===== config.mk =====
export PLATFORM = sky130hd
export DESIGN_NAME = orientation_sample_conditioner_top
export DESIGN_NICKNAME = d
export VERILOG_FILES = /design/src/rtl/osc_pkg.sv /design/src/rtl/orientation_sample_conditioner_top.sv
export SDC_FILE = /design/constraint.sdc
export NUM_CORES = 1
export LEC_CHECK = 0
export ABC_AREA = 1
export BUFFER_PORTS_ARGS = -buffer_cell sky130_fd_sc_hd__clkbuf_2
export CAP_MARGIN = 20
export CORE_MARGIN = 4
export CORE_UTILIZATION = 39
export DETAILED_ROUTE_END_ITERATION = 6
export PLACE_DENSITY = 0.64
export SETUP_SLACK_MARGIN = 0.05
export SLEW_MARGIN = 0
export SYNTH_ARGS = -nofsm -noshare
export SYNTH_HDL_FRONTEND = slang
export SYNTH_SLANG_ARGS = --single-unit
export TNS_END_PERCENT = 100

===== constraint.sdc =====
create_clock -name clk -period 5 [get_ports clk]
set_input_delay 0.25 -clock clk [delete_from_list [all_inputs] [get_ports clk]]
set_output_delay 0.25 -clock clk [all_outputs]
set_load 0.01 [all_outputs]

===== src/rtl/osc_pkg.sv =====
`timescale 1ns / 1ps
// ----------------------------------------------------------------------------
// osc_pkg: shared definitions for the orientation sample conditioner
// Command codes, configuration register indexes, field widths and the
// angle constants in whole degrees.
// ----------------------------------------------------------------------------
package osc_pkg;

    // field widths
    localparam int ANGLE_W   = 15;
    localparam int OMIT_W    = 8;
    localparam int FUNC_W    = 3;
    localparam int CFG_IDX_W = 2;
    localparam int CFG_DATA_W = 15;

    // default fraction bits of an angle (1/64 degree)
    localparam int ANGLE_FRAC_BITS_DEF = 6;

    // angle constants in degrees
    localparam int FULL_TURN_DEG    = 360;
    localparam int HALF_TURN_DEG    = 180;
    localparam int QUARTER_TURN_DEG = 90;
    localparam int JUMP_LIMIT_DEG   = 20;

    // jump limit after reset: 20 degrees at the default fraction width
    localparam logic [ANGLE_W-1:0] JUMP_LIMIT_RST =
        ANGLE_W'(JUMP_LIMIT_DEG << ANGLE_FRAC_BITS_DEF);

    // item function codes
    typedef enum logic [FUNC_W-1:0] {
        FUNC_SAMPLE      = 3'd0,
        FUNC_CAPTURE     = 3'd1,
        FUNC_TOGGLE_PAN  = 3'd2,
        FUNC_TOGGLE_TILT = 3'd3,
        FUNC_TOGGLE_ROLL = 3'd4
    } func_t;

    // configuration register indexes
    typedef enum logic [CFG_IDX_W-1:0] {
        CFG_OMIT_COUNT = 2'd0,
        CFG_JUMP_LIMIT = 2'd1,
        CFG_FORCE_SEND = 2'd2
    } cfg_idx_t;

endpackage


===== src/rtl/orientation_sample_conditioner_top.sv =====
`timescale 1ns / 1ps
// ----------------------------------------------------------------------------
// orientation_sample_conditioner_top: head-tracker sample conditioner
// Decimates tracker samples, rejects unchanged or jumping samples unless force_send
// is set, removes the captured offset, wraps each angle once, applies per-axis signs.
// ----------------------------------------------------------------------------
// usage
//   input channel (in_valid / in_ready): one request carries func and the
//   three raw angles; func 0 is a sample, 1 captures the offset, 2 to 4
//   toggle the pan, tilt or roll sign, other codes are dropped.
//   output channel (out_valid / out_ready): zero or one result per sample.
//   config channel (cfg_valid / cfg_ready): index 0 omit_count, 1 jump_limit,
//   2 force_send; always ready; user writes only while the block is idle, not enforced.
// timing
//   a request is registered in the input register, evaluated against the stored
//   state and its result lands in the output register, which raises out_valid.
//   One request per cycle is sustained while no result is held back; the rate
//   is set by the single evaluate stage that updates the state.
// reset and stall
//   reset clears the stored sample, offset, signs, skip counter, valid flags and
//   sets the configuration registers to their defaults; no clearing pass is needed.
//   while a result waits, requests that give no result still flow; one
//   that gives a result holds in the input register and in_ready drops.
// ----------------------------------------------------------------------------
module orientation_sample_conditioner_top
    import osc_pkg::*;
#(
    parameter int ANGLE_FRAC_BITS = ANGLE_FRAC_BITS_DEF
)
(
    input  logic                        clk,
    input  logic                        rst_n,
    // input requests
    input  logic                        in_valid,
    output logic                        in_ready,
    input  logic [FUNC_W-1:0]           func,
    input  logic signed [ANGLE_W-1:0]   pan_in,
    input  logic signed [ANGLE_W-1:0]   tilt_in,
    input  logic signed [ANGLE_W-1:0]   roll_in,
    // results
    output logic                        out_valid,
    input  logic                        out_ready,
    output logic signed [ANGLE_W-1:0]   pan_out,
    output logic signed [ANGLE_W-1:0]   tilt_out,
    output logic signed [ANGLE_W-1:0]   roll_out,
    // configuration writes
    input  logic                        cfg_valid,
    output logic                        cfg_ready,
    input  logic [CFG_IDX_W-1:0]        cfg_index,
    input  logic [CFG_DATA_W-1:0]       cfg_data
);

    // wrap arithmetic width: difference plus one turn, never below 17 bits
    localparam int DIFF_W    = ANGLE_W + 1;
    localparam int FULL_INT  = FULL_TURN_DEG << ANGLE_FRAC_BITS;
    localparam int HALF_INT  = HALF_TURN_DEG << ANGLE_FRAC_BITS;
    localparam int QUART_INT = QUARTER_TURN_DEG << ANGLE_FRAC_BITS;
    localparam int TURN_BITS = $clog2(FULL_INT) + 2;
    localparam int WRAP_W    = (TURN_BITS > DIFF_W + 1) ? TURN_BITS : DIFF_W + 1;

    localparam logic signed [WRAP_W-1:0] FULL_TURN    = WRAP_W'(FULL_INT);
    localparam logic signed [WRAP_W-1:0] HALF_TURN    = WRAP_W'(HALF_INT);
    localparam logic signed [WRAP_W-1:0] QUARTER_TURN = WRAP_W'(QUART_INT);
    localparam logic signed [WRAP_W-1:0] NEG_HALF     = WRAP_W'(-HALF_INT);
    localparam logic signed [WRAP_W-1:0] NEG_QUARTER  = WRAP_W'(-QUART_INT);

    // jump limit after reset at this fraction width
    localparam logic [ANGLE_W-1:0] JUMP_RST = ANGLE_W'(JUMP_LIMIT_DEG << ANGLE_FRAC_BITS);

    // configuration registers
    logic [OMIT_W-1:0]  omit_count_reg;
    logic [ANGLE_W-1:0] jump_limit_reg;
    logic               force_send_reg;

    // input register
    logic                      s1_valid_reg;
    logic [FUNC_W-1:0]         s1_func_reg;
    logic signed [ANGLE_W-1:0] s1_pan_reg;
    logic signed [ANGLE_W-1:0] s1_tilt_reg;
    logic signed [ANGLE_W-1:0] s1_roll_reg;

    // conditioner state
    logic signed [ANGLE_W-1:0] prev_pan_reg, prev_tilt_reg, prev_roll_reg;
    logic signed [ANGLE_W-1:0] off_pan_reg, off_tilt_reg, off_roll_reg;
    logic                      neg_pan_reg, neg_tilt_reg, neg_roll_reg;
    logic [OMIT_W-1:0]         skip_counter_reg;
    logic [OMIT_W-1:0]         skip_counter_next;

    // result register
    logic                      out_valid_reg;
    logic signed [ANGLE_W-1:0] pan_out_reg, tilt_out_reg, roll_out_reg;

    // evaluate stage signals
    logic                      is_sample;
    logic                      considered;
    logic                      s1_emit;
    logic                      out_free;
    logic                      s1_adv;
    logic                      s1_fire;
    logic signed [DIFF_W-1:0]  d_pan, d_tilt;
    logic [DIFF_W-1:0]         ad_pan, ad_tilt;
    logic signed [DIFF_W-1:0]  p_pan, p_tilt, p_roll;
    logic signed [WRAP_W-1:0]  w_pan, w_tilt, w_roll;
    logic signed [WRAP_W-1:0]  n_pan, n_tilt, n_roll;

    // configuration port, always ready
    assign cfg_ready = 1'b1;

    always_ff @(posedge clk or negedge rst_n)
    begin
        if (!rst_n)
        begin
            omit_count_reg <= '0;
            jump_limit_reg <= JUMP_RST;
            force_send_reg <= 1'b0;
        end
        else if (cfg_valid)
        begin
            unique case (cfg_idx_t'(cfg_index))
                CFG_OMIT_COUNT: omit_count_reg <= cfg_data[OMIT_W-1:0];
                CFG_JUMP_LIMIT: jump_limit_reg <= cfg_data[ANGLE_W-1:0];
                CFG_FORCE_SEND: force_send_reg <= cfg_data[0];
                default: ;
            endcase
        end
    end

    // change and jump checks and decimation
    always_comb
    begin
        is_sample  = (func_t'(s1_func_reg) == FUNC_SAMPLE);
        considered = (skip_counter_reg >= omit_count_reg);
        skip_counter_next = considered ? '0 : skip_counter_reg + 1'b1;

        d_pan  = DIFF_W'(s1_pan_reg) - DIFF_W'(prev_pan_reg);
        d_tilt = DIFF_W'(s1_tilt_reg) - DIFF_W'(prev_tilt_reg);
        ad_pan  = d_pan[DIFF_W-1] ? DIFF_W'(-d_pan) : DIFF_W'(d_pan);
        ad_tilt = d_tilt[DIFF_W-1] ? DIFF_W'(-d_tilt) : DIFF_W'(d_tilt);

        s1_emit = is_sample && considered &&
                  ((((ad_pan != '0) || (ad_tilt != '0)) &&
                    (ad_pan < DIFF_W'(jump_limit_reg)) &&
                    (ad_tilt < DIFF_W'(jump_limit_reg))) || force_send_reg);
    end

    // offset removal, single wrap and sign
    always_comb
    begin
        p_pan  = DIFF_W'(s1_pan_reg) - DIFF_W'(off_pan_reg);
        p_tilt = DIFF_W'(s1_tilt_reg) - DIFF_W'(off_tilt_reg);
        p_roll = DIFF_W'(s1_roll_reg) - DIFF_W'(off_roll_reg);

        w_pan  = WRAP_W'(p_pan);
        w_tilt = WRAP_W'(p_tilt);
        w_roll = WRAP_W'(p_roll);

        if (w_pan > HALF_TURN)              w_pan = w_pan - FULL_TURN;
        else if (w_pan < NEG_HALF)          w_pan = w_pan + FULL_TURN;

        if (w_tilt > QUARTER_TURN)          w_tilt = w_tilt - HALF_TURN;
        else if (w_tilt < NEG_QUARTER)      w_tilt = w_tilt + HALF_TURN;

        if (w_roll > HALF_TURN)             w_roll = w_roll - FULL_TURN;
        else if (w_roll < NEG_HALF)         w_roll = w_roll + FULL_TURN;

        n_pan  = neg_pan_reg  ? -w_pan  : w_pan;
        n_tilt = neg_tilt_reg ? -w_tilt : w_tilt;
        n_roll = neg_roll_reg ? -w_roll : w_roll;
    end

    // flow control: a request leaves the input register unless its result is blocked
    assign out_free = !out_valid_reg || out_ready;
    assign s1_adv   = !s1_valid_reg || !s1_emit || out_free;
    assign s1_fire  = s1_valid_reg && s1_adv;
    assign in_ready = s1_adv;

    // input register control
    always_ff @(posedge clk or negedge rst_n)
    begin
        if (!rst_n)
        begin
            s1_valid_reg <= 1'b0;
        end
        else if (s1_adv)
        begin
            s1_valid_reg <= in_valid;
        end
    end

    // input register payload
    always_ff @(posedge clk)
    begin
        if (in_valid && s1_adv)
        begin
            s1_func_reg <= func;
            s1_pan_reg  <= pan_in;
            s1_tilt_reg <= tilt_in;
            s1_roll_reg <= roll_in;
        end
    end

    // state update as each request is evaluated
    always_ff @(posedge clk or negedge rst_n)
    begin
        if (!rst_n)
        begin
            prev_pan_reg     <= '0;
            prev_tilt_reg    <= '0;
            prev_roll_reg    <= '0;
            off_pan_reg      <= '0;
            off_tilt_reg     <= '0;
            off_roll_reg     <= '0;
            neg_pan_reg      <= 1'b0;
            neg_tilt_reg     <= 1'b0;
            neg_roll_reg     <= 1'b0;
            skip_counter_reg <= '0;
        end
        else if (s1_fire)
        begin
            unique case (func_t'(s1_func_reg))
                FUNC_SAMPLE:
                begin
                    prev_pan_reg     <= s1_pan_reg;
                    prev_tilt_reg    <= s1_tilt_reg;
                    prev_roll_reg    <= s1_roll_reg;
                    skip_counter_reg <= skip_counter_next;
                end
                FUNC_CAPTURE:
                begin
                    off_pan_reg  <= prev_pan_reg;
                    off_tilt_reg <= prev_tilt_reg;
                    off_roll_reg <= prev_roll_reg;
                end
                FUNC_TOGGLE_PAN:  neg_pan_reg  <= !neg_pan_reg;
                FUNC_TOGGLE_TILT: neg_tilt_reg <= !neg_tilt_reg;
                FUNC_TOGGLE_ROLL: neg_roll_reg <= !neg_roll_reg;
                default: ;
            endcase
        end
    end

    // result register control
    always_ff @(posedge clk or negedge rst_n)
    begin
        if (!rst_n)
        begin
            out_valid_reg <= 1'b0;
        end
        else if (out_free)
        begin
            out_valid_reg <= s1_valid_reg && s1_emit;
        end
    end

    // result register payload
    always_ff @(posedge clk)
    begin
        if (out_free && s1_valid_reg && s1_emit)
        begin
            pan_out_reg  <= n_pan[ANGLE_W-1:0];
            tilt_out_reg <= n_tilt[ANGLE_W-1:0];
            roll_out_reg <= n_roll[ANGLE_W-1:0];
        end
    end

    assign out_valid = out_valid_reg;
    assign pan_out   = pan_out_reg;
    assign tilt_out  = tilt_out_reg;
    assign roll_out  = roll_out_reg;

`ifndef SYNTHESIS
    // a blocked result must hold back new requests
    assert property (@(posedge clk) disable iff (!rst_n)
        (s1_valid_reg && s1_emit && out_valid_reg && !out_ready) |-> !in_ready)
        else $error("request accepted while a result is blocked");

    // a new result only follows an emitting evaluation
    assert property (@(posedge clk) disable iff (!rst_n)
        $rose(out_valid_reg) |-> $past(s1_valid_reg && s1_emit))
        else $error("result without an emitting sample");

    // a skipped sample advances the skip counter by one
    assert property (@(posedge clk) disable iff (!rst_n)
        (s1_fire && is_sample && !considered) |=>
            (skip_counter_reg == $past(skip_counter_reg) + 1'b1))
        else $error("skip counter did not advance");

    // offset capture copies the stored sample
    assert property (@(posedge clk) disable iff (!rst_n)
        (s1_fire && (func_t'(s1_func_reg) == FUNC_CAPTURE)) |=>
            ((off_pan_reg == $past(prev_pan_reg)) &&
             (off_tilt_reg == $past(prev_tilt_reg)) &&
             (off_roll_reg == $past(prev_roll_reg))))
        else $error("offset capture mismatch");
`endif

endmodule

==> results of run 1 <==
## final timing paths
check	start	end	slack [ns]	depth (start not counted)
max	prev_pan_reg[0]	in_ready	0.35	27
max reg2reg	prev_pan_reg[0]	s1_roll_reg[13]	0.42	29
min in group asynchronous	rst_n	prev_roll_reg[11]	0.17	2
min	cfg_valid	force_send_reg	0.03	3
max in group asynchronous	rst_n	prev_pan_reg[11]	3.64	3
min reg2reg	off_pan_reg[13]	off_pan_reg[13]	0.47	2
## placed cells by master (no fill, tap or decap), types with 4 or more instances in the layout
cell / count
dlygate4sd3_1: 65
o21ai_1: 14
o21ai_0: 69
edfxtp_1: 93
inv_2: 8
a21oi_1: 106
dfrtp_1: 125
or2_2: 8
clkbuf_8: 6
clkinv_2: 4
inv_1: 361
clkbuf_1: 5
clkbuf_2: 115
buf_4: 22
nand3_2: 7
nor2_1: 114
nand3_1: 186
nand3b_1: 14
ha_4: 4
clkbuf_16: 31
ha_1: 116
xor2_1: 67
a21o_1: 5
xnor2_1: 24
fa_1: 4
o21bai_1: 6
nand2_1: 704
nand4_1: 69
ha_2: 5
nor3_1: 22
nand2_2: 17
nor2_2: 5
## cells by family (layout without fill, tap and decap cells)
family | Yosys count | count (layout)
buffers and inverters | 417 | 628
AND/OR/NAND/NOR | 1158 | 1159
AO/OA/AOI/OAI | 217 | 217
adder cells (fa/ha/maj) | 130 | 130
flip-flops | 220 | 220
XOR/XNOR | 91 | 91
other | 1 | 1
## stage by stage
step	util	setup WS [ns]	std cells	total power (uW)	instance area, sq um
floorplan	-	0.145	2234	6200	16200
global placement	0.424	0.404	2849	7090	17400
detailed placement	0.424	0.347	2849	7210	17400
CTS	0.463	0.130	2964	9400	19000
global route	0.470	0.0394	2978	10300	19300
finish	0.470	0.353	2978	9410	19300
## report_power, final
group	total (uW)	internal [uW]	switching (uW)
Combinational	4840	1760	3080
Clock	2090	1300	787
Sequential	2470	2270	200
Total	9410	5340	4070
## layer usage
layer,GRT usage,vias to the layer above
li1,-,7580
met1,0.268,6688
met2,0.285,358
met3,0.0210,49
met4,0.0443,0
met5,0,-
## layout make-up
| type | instances | share of cell area |
|---|---|---|
| multi-input combinational | 1598 | 0.454 |
| clock inverter | 10 | 0.00733 |
| timing repair buffer | 207 | 0.0783 |
| clock buffer | 40 | 0.0429 |
| tap | 532 | 0.0345 |
| inverter | 371 | 0.0726 |
| sequential | 220 | 0.310 |
## worst reg2reg max path: cells and delay by family (launching register included)
family	cells	cell delay [ns]
compound gates	2	0.21
fa+ha+maj	4	1.27
buf+inv	5	0.79
flops	1	0.40
simple gates	18	1.56
## repair_timing
action | CTS | global route
buffers inserted | 1 | 11
hold endpoints to repair | 99 | 0
setup endpoints to repair | 1 | 132
pin swaps | 0 | 5
hold buffers | 65 | 0
resized for setup | 1 | 30
cloned | 0 | 3
==> out/qor.csv, run 1 <==
stage,metric,value,unit
run_status,outcome,completed,
worst_setup_path,CP endpoint kind,output port,
routing,M1 wire length,20200,microns
flow_run,Max Cap Viol,0,
timing,period utilization,0.929,
routing,DRT iter0 DRCs,858,
routing,DR WL met3,2300,microns
floorplan,# rows,74,
logic_synthesis,top post-synthesis cells by area,"dfrtp_1, edfxtp_1, nand2_1",
logic_synthesis,"Seq/Total Area, Yosys",0.368,
routing,ANT nets after route,0,
power,VDD IR max,0.000285,V
worst_setup_path,CP Launch Type,register,
worst_setup_path,CP max-delay cell,dfrtp_1,
logic_synthesis,largest family of logic cells by synthesized area,simple AND/OR/NAND/NOR gates,
logic_synthesis,Netlist cell types,47,
logic_synthesis,mapped cell area,16200,sq um
clock_network,"Clk Latency, worst-skew pair",0.55,ns
worst_setup_path,"Max FO, Critical Path",8,
worst_setup_path,crit path kind,reg2out,
routing,drt first pass iters,5,
logic_synthesis,adder-cell share of the synthesized area,0.102,
logic_synthesis,simple-gate share of the synthesized area,0.306,
logic_synthesis,Synth top cells by count,"nand2_1, inv_1, nand3_1",
timing,minimum clock period,4.65,ns
final_layout,register area,5970,sq um
logic_synthesis,Yosys warning count,0,
floorplan,die area,45000,sq um
power,leak pwr,0.00998,uW
routing,WL per Instance,14.1,microns
routing,via count,14700,
routing,met2 routed WL,18600,microns
logic_synthesis,Mapped Cells,2234,
final_layout,area grow syn2layout,18.7,%
place,GPL Wtd Cong,0.890,
power,pwr dens,488,nW/um^2
logic_synthesis,Synth area leader,dfrtp_1,
logic_synthesis,"Net Count, Synth",2434,
global_routing,largest net degree at the start of global routing,62,
worst_setup_path,crit-path leading delay family,simple AND/OR/NAND/NOR gates,
logic_synthesis,share of the synthesized area in the top cell type,0.193,
clock_network,Worst-path clk slew,0.06,ns
timing,Max Fclk,0.215,GHz
global_routing,grt total ovfl,0,
logic_synthesis,most common cell in the synthesized netlist,nand2_1,
logic_synthesis,ys async rst share,0.577,
clock_network,clock sinks,220,
floorplan,total core area,41000,sq um
routing,Top Layer Used,met4,
global_routing,vias in the first global route,13800,
place,post-DP HPWL,31300,microns
clock_network,H-Tree Depth,1,
clock_network,Root Driver,clkbuf_16,
logic_synthesis,multiplexer area fraction after synthesis,0,
logic_synthesis,Yosys reg bits,220,
min_path,hold crit path type,in2reg,
logic_synthesis,top_reg_cell synth,dfrtp_1,
final_layout,area of the multi-input gates,8760,sq um
floorplan,Die H,212,microns
timing,Slew @ Worst Pin,0.919,ns
routing,# DRC,0,
timing,Final Hold Fails,0,
timing,Worst Hold Slack,0.0306,ns
final_layout,antenna cells,0,
global_routing,first-pass GRT wire length,68100,microns
final_layout,Fill cells,4064,
place,I/O Buffers,116,
timing,setup TNS,0,ns
timing,setup violators final,0,
clock_network,CTS tree,done,
logic_synthesis,compound-gate portion of the synthesized area,0.0715,
logic_synthesis,Post-Synth XOR/XNOR Area,0.0491,
worst_setup_path,slowest cell delay on critical path,0.40,ns
routing,routed vias/inst,4.93,
global_routing,antenna violations before repair,0,
clock_network,CTS Buf Count,27,
logic_synthesis,mean post-synth cell area,7.27,sq um
worst_setup_path,CP bufs+invs,4,
global_routing,GRT Total Usage,0.181,
floorplan,I/O pins,118,
routing,final wirelength,42000,microns
final_layout,share of post-route cells with drive strength above 1,0.107,
timing,skew final,0.0175,ns
timing,Slew HR,0.386,
timing,"Slew Viols, Final",0,
worst_setup_path,"most used cell, CP",nand2_1,
worst_setup_path,CP arrival,4.40,ns
worst_setup_path,Critical Path RT,4.75,ns
timing,RSZ-0062 raised after global routing,no,
logic_synthesis,Post-synth EDFFs,93,
final_layout,# nets final,2625,
floorplan,die width,212,microns
floorplan,Initial Utilization,0.396,
clock_network,Max Root-Sink Buffers,3,
No activity file was read; power rests on OpenSTA's default activity.
==> inputs of run 2 (changes only) <==
--- a/config.mk
+++ b/config.mk
@@ -10,6 +10,7 @@
 export CAP_MARGIN = 20
 export CORE_MARGIN = 4
 export CORE_UTILIZATION = 39
+export CTS_BUF_LIST = sky130_fd_sc_hd__clkbuf_2 sky130_fd_sc_hd__clkbuf_4 sky130_fd_sc_hd__clkbuf_8
 export DETAILED_ROUTE_END_ITERATION = 6
 export PLACE_DENSITY = 0.64
 export SETUP_SLACK_MARGIN = 0.05
==> run 2 against run 1 <==
Sequential share of layout area is essentially flat. Hold slack gained 0.11 ns. Core utilization is essentially flat. Final area is essentially flat. Die area is the same. Critical path depth grew 1. Non-clock buffer count grew 6. Worst setup slack lost 0.044 ns. Fmax shrank 0.93%. Largest power group unchanged.
==> out/qor.csv, run 2 (synthesized netlist as in run 1, its figures left out) <==
stage,metric,value,unit
worst_setup_path,"Max FO, Critical Path",13,
power,leak pwr,0.0100,uW
final_layout,# nets final,2643,
clock_network,"Clk Latency, worst-skew pair",0.59,ns
global_routing,antenna violations before repair,0,
final_layout,area of the multi-input gates,8760,sq um
floorplan,# rows,74,
final_layout,share of post-route cells with drive strength above 1,0.118,
global_routing,GRT Total Usage,0.185,
clock_network,Root Driver,clkbuf_8,
floorplan,Die H,212,microns
final_layout,Finished Layout Cells,3007,
timing,Max Fclk,0.213,GHz
timing,period utilization,0.938,
global_routing,grt total ovfl,0,
routing,DRT iter0 DRCs,776,
clock_network,Max Root-Sink Buffers,3,
routing,ANT nets after route,0,
timing,skew final,0.0252,ns
power,pwr dens,483,nW/um^2
worst_setup_path,slowest cell delay on critical path,0.39,ns
final_layout,Fill cells,4079,
final_layout,area grow syn2layout,18.8,%
clock_network,Worst-path clk slew,0.07,ns
clock_network,CTS tree,done,
timing,RSZ-0062 raised after global routing,yes,
worst_setup_path,CP max-delay cell,fa_2,
routing,final wirelength,42100,microns
worst_setup_path,crit-path leading delay family,simple AND/OR/NAND/NOR gates,
worst_setup_path,CP Launch Type,register,
final_layout,most frequent cells in the layout,"nand2_1, inv_1, nand3_1",
timing,Slew HR,0.383,
timing,"Slew Viols, Final",0,
worst_setup_path,crit path kind,reg2out,
flow_run,Max Cap Viol,0,
floorplan,I/O pins,118,
place,dpl cells,2849,
global_routing,largest net degree at the start of global routing,62,
run_status,outcome,completed,
timing,Slew @ Worst Pin,0.923,ns
timing,setup violators final,0,
final_layout,antenna cells,0,
final_layout,fin util,0.470,
worst_setup_path,CP endpoint kind,output port,
floorplan,total core area,41000,sq um
floorplan,die area,45000,sq um
timing,minimum clock period,4.69,ns
routing,drt first pass iters,6,
global_routing,vias in the first global route,13900,
routing,WL per Instance,14.0,microns
place,post-DP HPWL,31300,microns
clock_network,clock sinks,220,
worst_setup_path,Critical Path RT,4.75,ns
timing,Final Hold Fails,0,
final_layout,register area,5970,sq um
worst_setup_path,CP bufs+invs,5,
clock_network,H-Tree Depth,2,
routing,# DRC,0,
power,VDD IR max,0.000290,V
place,GPL Wtd Cong,0.890,
place,I/O Buffers,116,
worst_setup_path,"most used cell, CP",nand2_1,
final_layout,"commonest non-fill, non-tap cell in the layout",nand2_1,
global_routing,first-pass GRT wire length,68800,microns
min_path,hold crit path type,in2async,
worst_setup_path,CP arrival,4.44,ns
routing,routed vias/inst,4.91,
floorplan,die width,212,microns
clock_network,CTS Buf Count,40,
routing,via count,14800,
floorplan,Initial Utilization,0.396,
[run 2: where the power goes]
part	total, uW	switching, uW	leakage, uW	internal [uW]
logic	4850	3080	0.00704	1770
clock network	1980	792	0.000494	1190
registers	2480	202	0.00248	2270
total	9310	4070	0.0100	5230
[run 2: layout make-up]
type / instances / share of cell area
tap: 532 / 0.0345
inverter: 371 / 0.0727
clock buffer: 64 / 0.0401
sequential: 220 / 0.310
clock inverter: 10 / 0.00791
multi-input combinational: 1597 / 0.454
timing repair buffer: 213 / 0.0811
[run 2: final timing paths]
kind / slack [ns] / startpoint / cells past startpoint / end
min reg2reg: 0.47 / off_tilt_reg[6] / 2 / off_tilt_reg[6]
max in group asynchronous: 3.69 / rst_n / 3 / prev_pan_reg[13]
min: 0.14 / rst_n / 2 / prev_roll_reg[11]
min in group clk: 0.37 / pan_in[13] / 2 / s1_pan_reg[13]
max: 0.31 / s1_pan_reg[0] / 28 / in_ready
max reg2reg: 0.41 / s1_pan_reg[0] / 30 / s1_roll_reg[0]
[run 2: per-stage QoR]
| stage | power [uW] | setup TNS (ns) | hold WS [ns] | area, sq um | setup slack [ns] |
|---|---|---|---|---|---|
| final | 9310 | 0 | 0.138 | 19300 | 0.310 |
| after global routing | 10300 | -0.0237 | 0.157 | 19300 | -0.0237 |
| after CTS | 9300 | 0 | 0.121 | 19000 | 0.0766 |
| after detailed placement | 7210 | 0 | 0.218 | 17400 | 0.347 |
| after global placement | 7090 | 0 | 0.211 | 17400 | 0.404 |
| after floorplan | 6200 | 0 | -0.0456 | 16200 | 0.145 |
[run 2: repair_timing]
action / 4_1_cts / 5_1_grt
pin swaps: 0 / 6
hold endpoints to repair: 102 / 0
setup buffers: 1 / 13
gates cloned: 0 / 2
endpoints found under the setup margin: 1 / 132
hold buffers: 69 / 0
gates resized for setup: 1 / 34
[run 2: metal layers]
metal  track usage  routed length (microns)
met1         0.269                    20400
met3        0.0310                     2120
met4        0.0537                     1090
met5             0                        0
met2         0.284                    18500
